### config.mk
export PLATFORM = sky130hd
export DESIGN_NAME = trimmed_mean_window_filter
export DESIGN_NICKNAME = d
export VERILOG_FILES = /design/src/rtl/core/tmwf_pkg.sv /design/src/rtl/core/trimmed_mean_window_filter.sv /design/src/rtl/core/tmwf_ctrl.sv /design/src/rtl/core/tmwf_dp.sv
export SDC_FILE = /design/constraint.sdc
export NUM_CORES = 1
export LEC_CHECK = 0
export BUFFER_PORTS_ARGS = -buffer_cell sky130_fd_sc_hd__buf_2
export CORE_UTILIZATION = 66
export CTS_BUF_LIST = sky130_fd_sc_hd__clkbuf_2
export DETAILED_ROUTE_END_ITERATION = 10
export PLACE_DENSITY = 0.93
export SETUP_SLACK_MARGIN = 0.15
export SLEW_MARGIN = 10
export SYNTH_ARGS = -nofsm -noshare
export SYNTH_HDL_FRONTEND = slang
export SYNTH_HIERARCHICAL = 1
export SYNTH_SLANG_ARGS = --single-unit
export TNS_END_PERCENT = 1
### constraint.sdc
create_clock -name clk -period 8 [get_ports clk]
set_clock_uncertainty 0.05 [all_clocks]
set_input_delay 1.2 -clock clk [delete_from_list [all_inputs] [get_ports clk]]
set_output_delay 1.2 -clock clk [all_outputs]
set_load 0.01 [all_outputs]
### src/rtl/core/tmwf_pkg.sv
// Shared constants, types and control structs for the trimmed mean window filter.
package tmwf_pkg;

  localparam int WINDOW_LENGTH_DEF = 40;
  localparam int SAMPLE_W          = 10;
  localparam int SUM_W             = 16;
  localparam int FRAC_W            = 6;
  localparam int DIVIDEND_W        = SUM_W + FRAC_W;

  typedef enum logic [4:0] {
    ST_IDLE   = 5'b00001,
    ST_SCAN   = 5'b00010,
    ST_TRIM   = 5'b00100,
    ST_DIVIDE = 5'b01000,
    ST_DONE   = 5'b10000
  } tmwf_state_t;

  typedef struct packed {
    logic load;
    logic scan;
    logic trim;
    logic divide;
    logic out_load;
  } tmwf_cmd_t;

  typedef struct packed {
    logic scan_done;
    logic out_free;
  } tmwf_status_t;

endpackage

### src/rtl/core/trimmed_mean_window_filter.sv
// Top level of the trimmed moving-mean filter over a circular window of samples.
// Each item carries one 10-bit sample, which overwrites the oldest slot of a window of
// WINDOW_LENGTH samples (all zero after reset). The result item gives the window sum minus one
// smallest and one largest entry, and that sum times 64 divided by WINDOW_LENGTH-2, truncated.
// One item is worked on at a time: while the result side keeps up, the time between accepted
// items is set by the window scan at one memory read per cycle, plus the trim, a reciprocal
// multiply for the division and the result load. A finished result sits in an output register,
// so the next sample is taken while it waits.
module trimmed_mean_window_filter #(
  parameter int WINDOW_LENGTH = tmwf_pkg::WINDOW_LENGTH_DEF
) (
  input  logic        clk,
  input  logic        rst,
  input  logic        s_tvalid,
  output logic        s_tready,
  input  logic [15:0] s_tdata,   // [9:0] sample, [15:10] zero
  output logic        m_tvalid,
  input  logic        m_tready,
  output logic [31:0] m_tdata    // [15:0] trimmed_sum, [31:16] mean_q6
);
  import tmwf_pkg::*;

  tmwf_cmd_t        cmd;
  tmwf_status_t     st;
  logic [SUM_W-1:0] trimmed_sum;
  logic [SUM_W-1:0] mean_q6;

  tmwf_ctrl u_ctrl (
    .clk      (clk),
    .rst      (rst),
    .in_valid (s_tvalid),
    .in_ready (s_tready),
    .st       (st),
    .cmd      (cmd)
  );

  tmwf_dp #(
    .WINDOW_LENGTH (WINDOW_LENGTH)
  ) u_dp (
    .clk         (clk),
    .rst         (rst),
    .cmd         (cmd),
    .st          (st),
    .sample      (s_tdata[SAMPLE_W-1:0]),
    .res_valid   (m_tvalid),
    .res_ready   (m_tready),
    .trimmed_sum (trimmed_sum),
    .mean_q6     (mean_q6)
  );

  assign m_tdata = {mean_q6, trimmed_sum};

endmodule

### src/rtl/core/tmwf_ctrl.sv
// Controller state machine: sequences write, window scan, trim, divide and result load.
module tmwf_ctrl (
  input  logic                   clk,
  input  logic                   rst,
  input  logic                   in_valid,
  output logic                   in_ready,
  input  tmwf_pkg::tmwf_status_t st,
  output tmwf_pkg::tmwf_cmd_t    cmd
);
  import tmwf_pkg::*;

  tmwf_state_t state, state_next;

  always_ff @(posedge clk) begin
    if (rst) begin
      state <= ST_IDLE;
    end else begin
      state <= state_next;
    end
  end

  assign in_ready = (state == ST_IDLE);

  always_comb begin
    state_next   = state;
    cmd          = '0;
    case (state)
      ST_IDLE: begin
        if (in_valid) begin
          cmd.load   = 1'b1;
          state_next = ST_SCAN;
        end
      end
      ST_SCAN: begin
        cmd.scan = 1'b1;
        if (st.scan_done) begin
          state_next = ST_TRIM;
        end
      end
      ST_TRIM: begin
        cmd.trim   = 1'b1;
        state_next = ST_DIVIDE;
      end
      ST_DIVIDE: begin
        cmd.divide = 1'b1;
        state_next = ST_DONE;
      end
      ST_DONE: begin
        // hold the result until the output register can take it
        if (st.out_free) begin
          cmd.out_load = 1'b1;
          state_next   = ST_IDLE;
        end
      end
      default: begin
        state_next = ST_IDLE;
      end
    endcase
  end

endmodule

### src/rtl/core/tmwf_dp.sv
// Datapath: sample window memory, sum/min/max scan, constant divider and output register.
module tmwf_dp #(
  parameter int WINDOW_LENGTH = tmwf_pkg::WINDOW_LENGTH_DEF
) (
  input  logic                           clk,
  input  logic                           rst,
  input  tmwf_pkg::tmwf_cmd_t            cmd,
  output tmwf_pkg::tmwf_status_t         st,
  input  logic [tmwf_pkg::SAMPLE_W-1:0]  sample,
  output logic                           res_valid,
  input  logic                           res_ready,
  output logic [tmwf_pkg::SUM_W-1:0]     trimmed_sum,
  output logic [tmwf_pkg::SUM_W-1:0]     mean_q6
);
  import tmwf_pkg::*;

  localparam int IDX_W    = $clog2(WINDOW_LENGTH);
  localparam int CNT_W    = $clog2(WINDOW_LENGTH + 1);
  localparam int RECIP_SH = DIVIDEND_W + $clog2(WINDOW_LENGTH - 2);
  localparam int RECIP_W  = DIVIDEND_W + 1;
  localparam int PROD_W   = DIVIDEND_W + RECIP_W;
  localparam logic [IDX_W-1:0]   LAST_SLOT = IDX_W'(WINDOW_LENGTH - 1);
  localparam logic [CNT_W-1:0]   WIN_CNT   = CNT_W'(WINDOW_LENGTH);
  localparam logic [RECIP_W-1:0] RECIP     =
    RECIP_W'(((1 << RECIP_SH) + (WINDOW_LENGTH - 2) - 1) / (WINDOW_LENGTH - 2));

  // window storage; valid bits stand in for the zero reset of the entries
  logic [SAMPLE_W-1:0]      mem [WINDOW_LENGTH];
  logic [WINDOW_LENGTH-1:0] valid;
  logic [IDX_W-1:0]         write_slot;

  logic [CNT_W-1:0]    rd_cnt;
  logic                rd_pend;
  logic [SAMPLE_W-1:0] rd_data;
  logic                rd_ok;
  logic [SAMPLE_W-1:0] rd_val;
  logic [IDX_W-1:0]    rd_idx;
  logic                rd_issue;

  logic [SUM_W-1:0]    total;
  logic [SAMPLE_W-1:0] lo;
  logic [SAMPLE_W-1:0] hi;
  logic [SUM_W-1:0]    trimmed;

  logic [PROD_W-1:0]   prod;
  logic [SUM_W-1:0]    quo;

  assign rd_idx   = rd_cnt[IDX_W-1:0];
  assign rd_issue = cmd.scan && (rd_cnt != WIN_CNT);
  assign rd_val   = rd_ok ? rd_data : '0;

  always_ff @(posedge clk) begin
    if (rst) begin
      valid      <= '0;
      write_slot <= '0;
    end else if (cmd.load) begin
      valid[write_slot] <= 1'b1;
      write_slot        <= (write_slot == LAST_SLOT) ? '0 : write_slot + 1'b1;
    end
  end

  always_ff @(posedge clk) begin
    if (cmd.load) begin
      mem[write_slot] <= sample;
    end
    if (rd_issue) begin
      rd_data <= mem[rd_idx];
      rd_ok   <= valid[rd_idx];
    end
  end

  // scan: one read issued per cycle, accumulated in the cycle after it is issued
  always_ff @(posedge clk) begin
    if (rst) begin
      rd_cnt  <= '0;
      rd_pend <= 1'b0;
    end else if (cmd.load) begin
      rd_cnt  <= '0;
      rd_pend <= 1'b0;
    end else if (cmd.scan) begin
      rd_pend <= rd_issue;
      if (rd_issue) begin
        rd_cnt <= rd_cnt + 1'b1;
      end
    end
  end

  always_ff @(posedge clk) begin
    if (cmd.load) begin
      total <= '0;
      lo    <= '1;
      hi    <= '0;
    end else if (cmd.scan && rd_pend) begin
      total <= total + SUM_W'(rd_val);
      if (rd_val < lo) begin
        lo <= rd_val;
      end
      if (rd_val > hi) begin
        hi <= rd_val;
      end
    end
  end

  // divide by WINDOW_LENGTH-2: multiply by the rounded-up reciprocal, exact for every
  // dividend below 2^DIVIDEND_W
  assign prod = PROD_W'({trimmed, FRAC_W'(0)}) * PROD_W'(RECIP);

  always_ff @(posedge clk) begin
    if (cmd.trim) begin
      trimmed <= total - SUM_W'(lo) - SUM_W'(hi);
    end
    if (cmd.divide) begin
      quo <= prod[RECIP_SH +: SUM_W];
    end
  end

  // output register parts the result side from the scan
  always_ff @(posedge clk) begin
    if (rst) begin
      res_valid <= 1'b0;
    end else if (cmd.out_load) begin
      res_valid <= 1'b1;
    end else if (res_ready) begin
      res_valid <= 1'b0;
    end
  end

  always_ff @(posedge clk) begin
    if (cmd.out_load) begin
      trimmed_sum <= trimmed;
      mean_q6     <= quo;
    end
  end

  assign st.scan_done = (rd_cnt == WIN_CNT) && !rd_pend;
  assign st.out_free  = !res_valid || res_ready;

endmodule

==> summary.txt <==
Status -> completed
Fillers -> 2685
Crit-path max FO -> 8
RSZ-0062 raised after global routing -> false
# IOs -> 54
Die area -> 45900 µm²
Reg2Reg Depth -> 19
Num CTS Buffers -> 135
Cells after Synth -> 2056
Cell mode on critical path -> inv_1
Core area -> 44300 µm²
Startpoint types -> flop
CTS Sinks -> 570
Reg2reg start -> u_dp/trimmed[14]
Final hold slack -> 0.321 ns
HP Class -> primary input to flop
Longest Clk Path Bufs -> 3
Final wirelength -> 69500 µm
Yosys top cell by area -> edfxtp_1
Chip height -> 214 µm
Clock Root Buffer -> clkbuf_2
Post-synth top cells -> edfxtp_1, inv_1, ha_1
Max-Cap Viols -> 0
Crit end category -> flop
Highest-delay cell along the critical path -> edfxtp_1
Cell Rows -> 77
Postcts setup bufs -> 0
FMAX -> 156 MHz
# resized after CTS -> 0
Maximum vdd drop -> 0.000207 V
Reg clk slew, reported paths -> 0.10 ns
H-Tree Depth -> 4
Pin count of the biggest net entering global routing -> 72
Post-Syn Area -> 29700 µm²
CP cell instances -> inv_1, ha_1, xnor2_1, ha_1, fa_1, inv_1, fa_1, inv_1, fa_1, inv_1, fa_1, inv_1, ha_1, nand2_1, or4_1, o22ai_1, a41o_1, a31oi_1, xnor2_1
First-pass GRT wire length -> 107000 µm
Routed Antenna Nets -> 0
Vias per cell -> 6.28
CP arrival -> 7.30 ns
Max incr delay on CP -> 0.58 ns
Mean area per synthesized cell -> 14.5 µm²
Worst-skew pair later-pin latency -> 1.30 ns
Hold Startpoint -> s_tvalid
#FFs+latches synth -> 570
I/O Buffers -> 47
Hold depth -> 4
Worst slew margin -> 0.191
Leak Pwr -> 12.5 nW
CTS tree -> done
Die X -> 214 µm
Number of global-route vias before repair -> 19100
Yosys cell types -> 68
WL/cell -> 24.0 µm
Nets -> 2546
PnR Total Power -> 0.00537 W
Share of post-route cells with drive strength above 1 -> 0.197
Area grow syn2layout -> 7.05%
Syn. warnings -> 6
Iteration count of the initial detailed-routing pass -> 6
Initial Util -> 0.671
Worst setup path start -> u_dp/trimmed[14]
Sequential share of the synthesized area -> 0.544
DRC -> 0
Via count -> 18100
Final hold vios -> 0
Buf+Inv Stages, Crit Path -> 5
Area contributors post-synth -> edfxtp_1, mux4_2, fa_1, ha_1, dfxtp_1
Final Setup Violations -> 0
Initial antenna violation count -> 2
Post-synth EDFFs -> 475
Total Routing Usage GR -> 0.313
HPWL Detailed -> 46200 µm
Hold-fix buffer count after cts -> 0
Worst Tran Pin Value -> 1.21 ns
Top Family by Delay on Critical Path -> adder cells
Period minus WS final -> 6.40 ns
Fin. max-slew vios -> 0
Final setup TNS -> 0 ns
Critical path depth -> 19
Worst endpoint required time -> 8.90 ns
Fin crit share -> 0.800
Synth Net Count -> 2415
Main synth FF type -> edfxtp_1
Remaining global-route overflow -> 0
Final GP Congestion -> 0.916
PD cells -> 169 nW/µm²
Drt initial violations -> 1913
Setup CP Type -> flop to flop
Asr flop ratio synth -> 0
Yosys top cell area share -> 0.480
Count leader, synth -> edfxtp_1
## metrics by stage
step | instances | setup WS (ns) | util | cell area, µm²
after floorplan | 2056 | 2.41 | - | 29700
after global placement | 2642 | 1.74 | 0.689 | 30500
after detailed placement | 2642 | 1.71 | 0.689 | 30500
after CTS | 2887 | 1.69 | 0.718 | 31800
after global routing | 2890 | 1.34 | 0.718 | 31800
final | 2891 | 1.60 | 0.718 | 31800
## layout by cell type, fill, tap and decap left out, types with 7 or more instances in the layout
master / Yosys / routed
edfxtp_1: 475 / 475
inv_1: 288 / 288
clkbuf_2: 0 / 205
ha_1: 203 / 203
nor2_1: 157 / 155
fa_1: 136 / 136
mux4_2: 132 / 132
dfxtp_1: 95 / 92
a21oi_1: 69 / 69
nand2_1: 59 / 59
buf_2: 14 / 47
xnor2_1: 33 / 33
mux2i_1: 31 / 31
clkinv_1: 0 / 24
o21ai_0: 24 / 24
a21o_1: 24 / 24
nor3_1: 22 / 21
buf_4: 3 / 19
a211oi_1: 19 / 19
nor2b_1: 17 / 17
xor2_1: 15 / 15
nand3_1: 14 / 14
and2_1: 14 / 14
nand2b_1: 13 / 13
o21a_1: 13 / 13
o21bai_1: 11 / 11
a31oi_1: 10 / 10
nand4_1: 10 / 10
and3_1: 9 / 9
o21ba_2: 9 / 9
o21ai_1: 7 / 7
or3_1: 7 / 7
## path summary, 6_finish.rpt
check        slack, ns                to
max               1.60      u_dp/quo[14]
min               0.32   u_ctrl/state[0]
max reg2reg       1.60      u_dp/quo[14]
min reg2reg       0.35  u_dp/mean_q6[11]
## area by class of cell
type | count | area (µm²) | area share
sequential | 570 | 16200 | 0.508
multi-input combinational | 1126 | 12200 | 0.383
inverter | 288 | 1080 | 0.0340
clock buffer | 205 | 1030 | 0.0322
tap | 592 | 741 | 0.0233
timing repair buffer | 66 | 378 | 0.0119
clock inverter | 40 | 244 | 0.00767
antenna | 4 | 10.0 | 0.000314
## report_power, final
part           switching [W]  total (W)  leakage, nW  internal [W]
Combinational       0.000121   0.000181         6.52     0.0000600
Clock                0.00119    0.00195        0.972      0.000758
Sequential         0.0000149    0.00323         5.04       0.00322
## flip-flops by register name, indices dropped and copies added (netlist names)
signal,cells
u_ctrl/state,5
u_dp/hi,10
u_dp/lo,10
u_dp/mean_q6,16
u_dp/mem,400
u_dp/quo,16
u_dp/rd_cnt,6
u_dp/rd_data,10
u_dp/rd_ok,1
u_dp/rd_pend,1
u_dp/res_valid,1
u_dp/total,16
u_dp/trimmed,16
u_dp/trimmed_sum,16
u_dp/valid,40
u_dp/write_slot,6
## worst register-to-register path, cell delays in order (launching register included)
cell,delay [ns]
edfxtp_1,0.58
inv_1,0.23
ha_1,0.36
xnor2_1,0.33
ha_1,0.32
fa_1,0.55
inv_1,0.07
fa_1,0.54
inv_1,0.06
fa_1,0.52
inv_1,0.05
fa_1,0.53
inv_1,0.04
ha_1,0.33
nand2_1,0.09
or4_1,0.50
o22ai_1,0.37
a41o_1,0.34
a31oi_1,0.13
xnor2_1,0.15
## kinds of logic (layout without fill, tap and decap cells)
logic type	count (synthesis)	in the layout	synth area share
other	0	4	0
AND/OR/NAND/NOR	350	350	0.0560
AO/OA/AOI/OAI	224	224	0.0498
XOR/XNOR	48	48	0.0141
adder cells (fa/ha/maj)	339	339	0.177
buffers and inverters	360	599	0.0482
flip-flops	570	570	0.544
multiplexers	165	165	0.111
## metal layers
metal / up-vias / routed length (µm) / track usage
li1: 7779 / - / -
met1: 8975 / 24700 / 0.376
met2: 1166 / 36100 / 0.549
met3: 224 / 5590 / 0.0658
met4: 0 / 3060 / 0.134
met5: - / 0 / 0
Power figures use the tool's default switching activity.
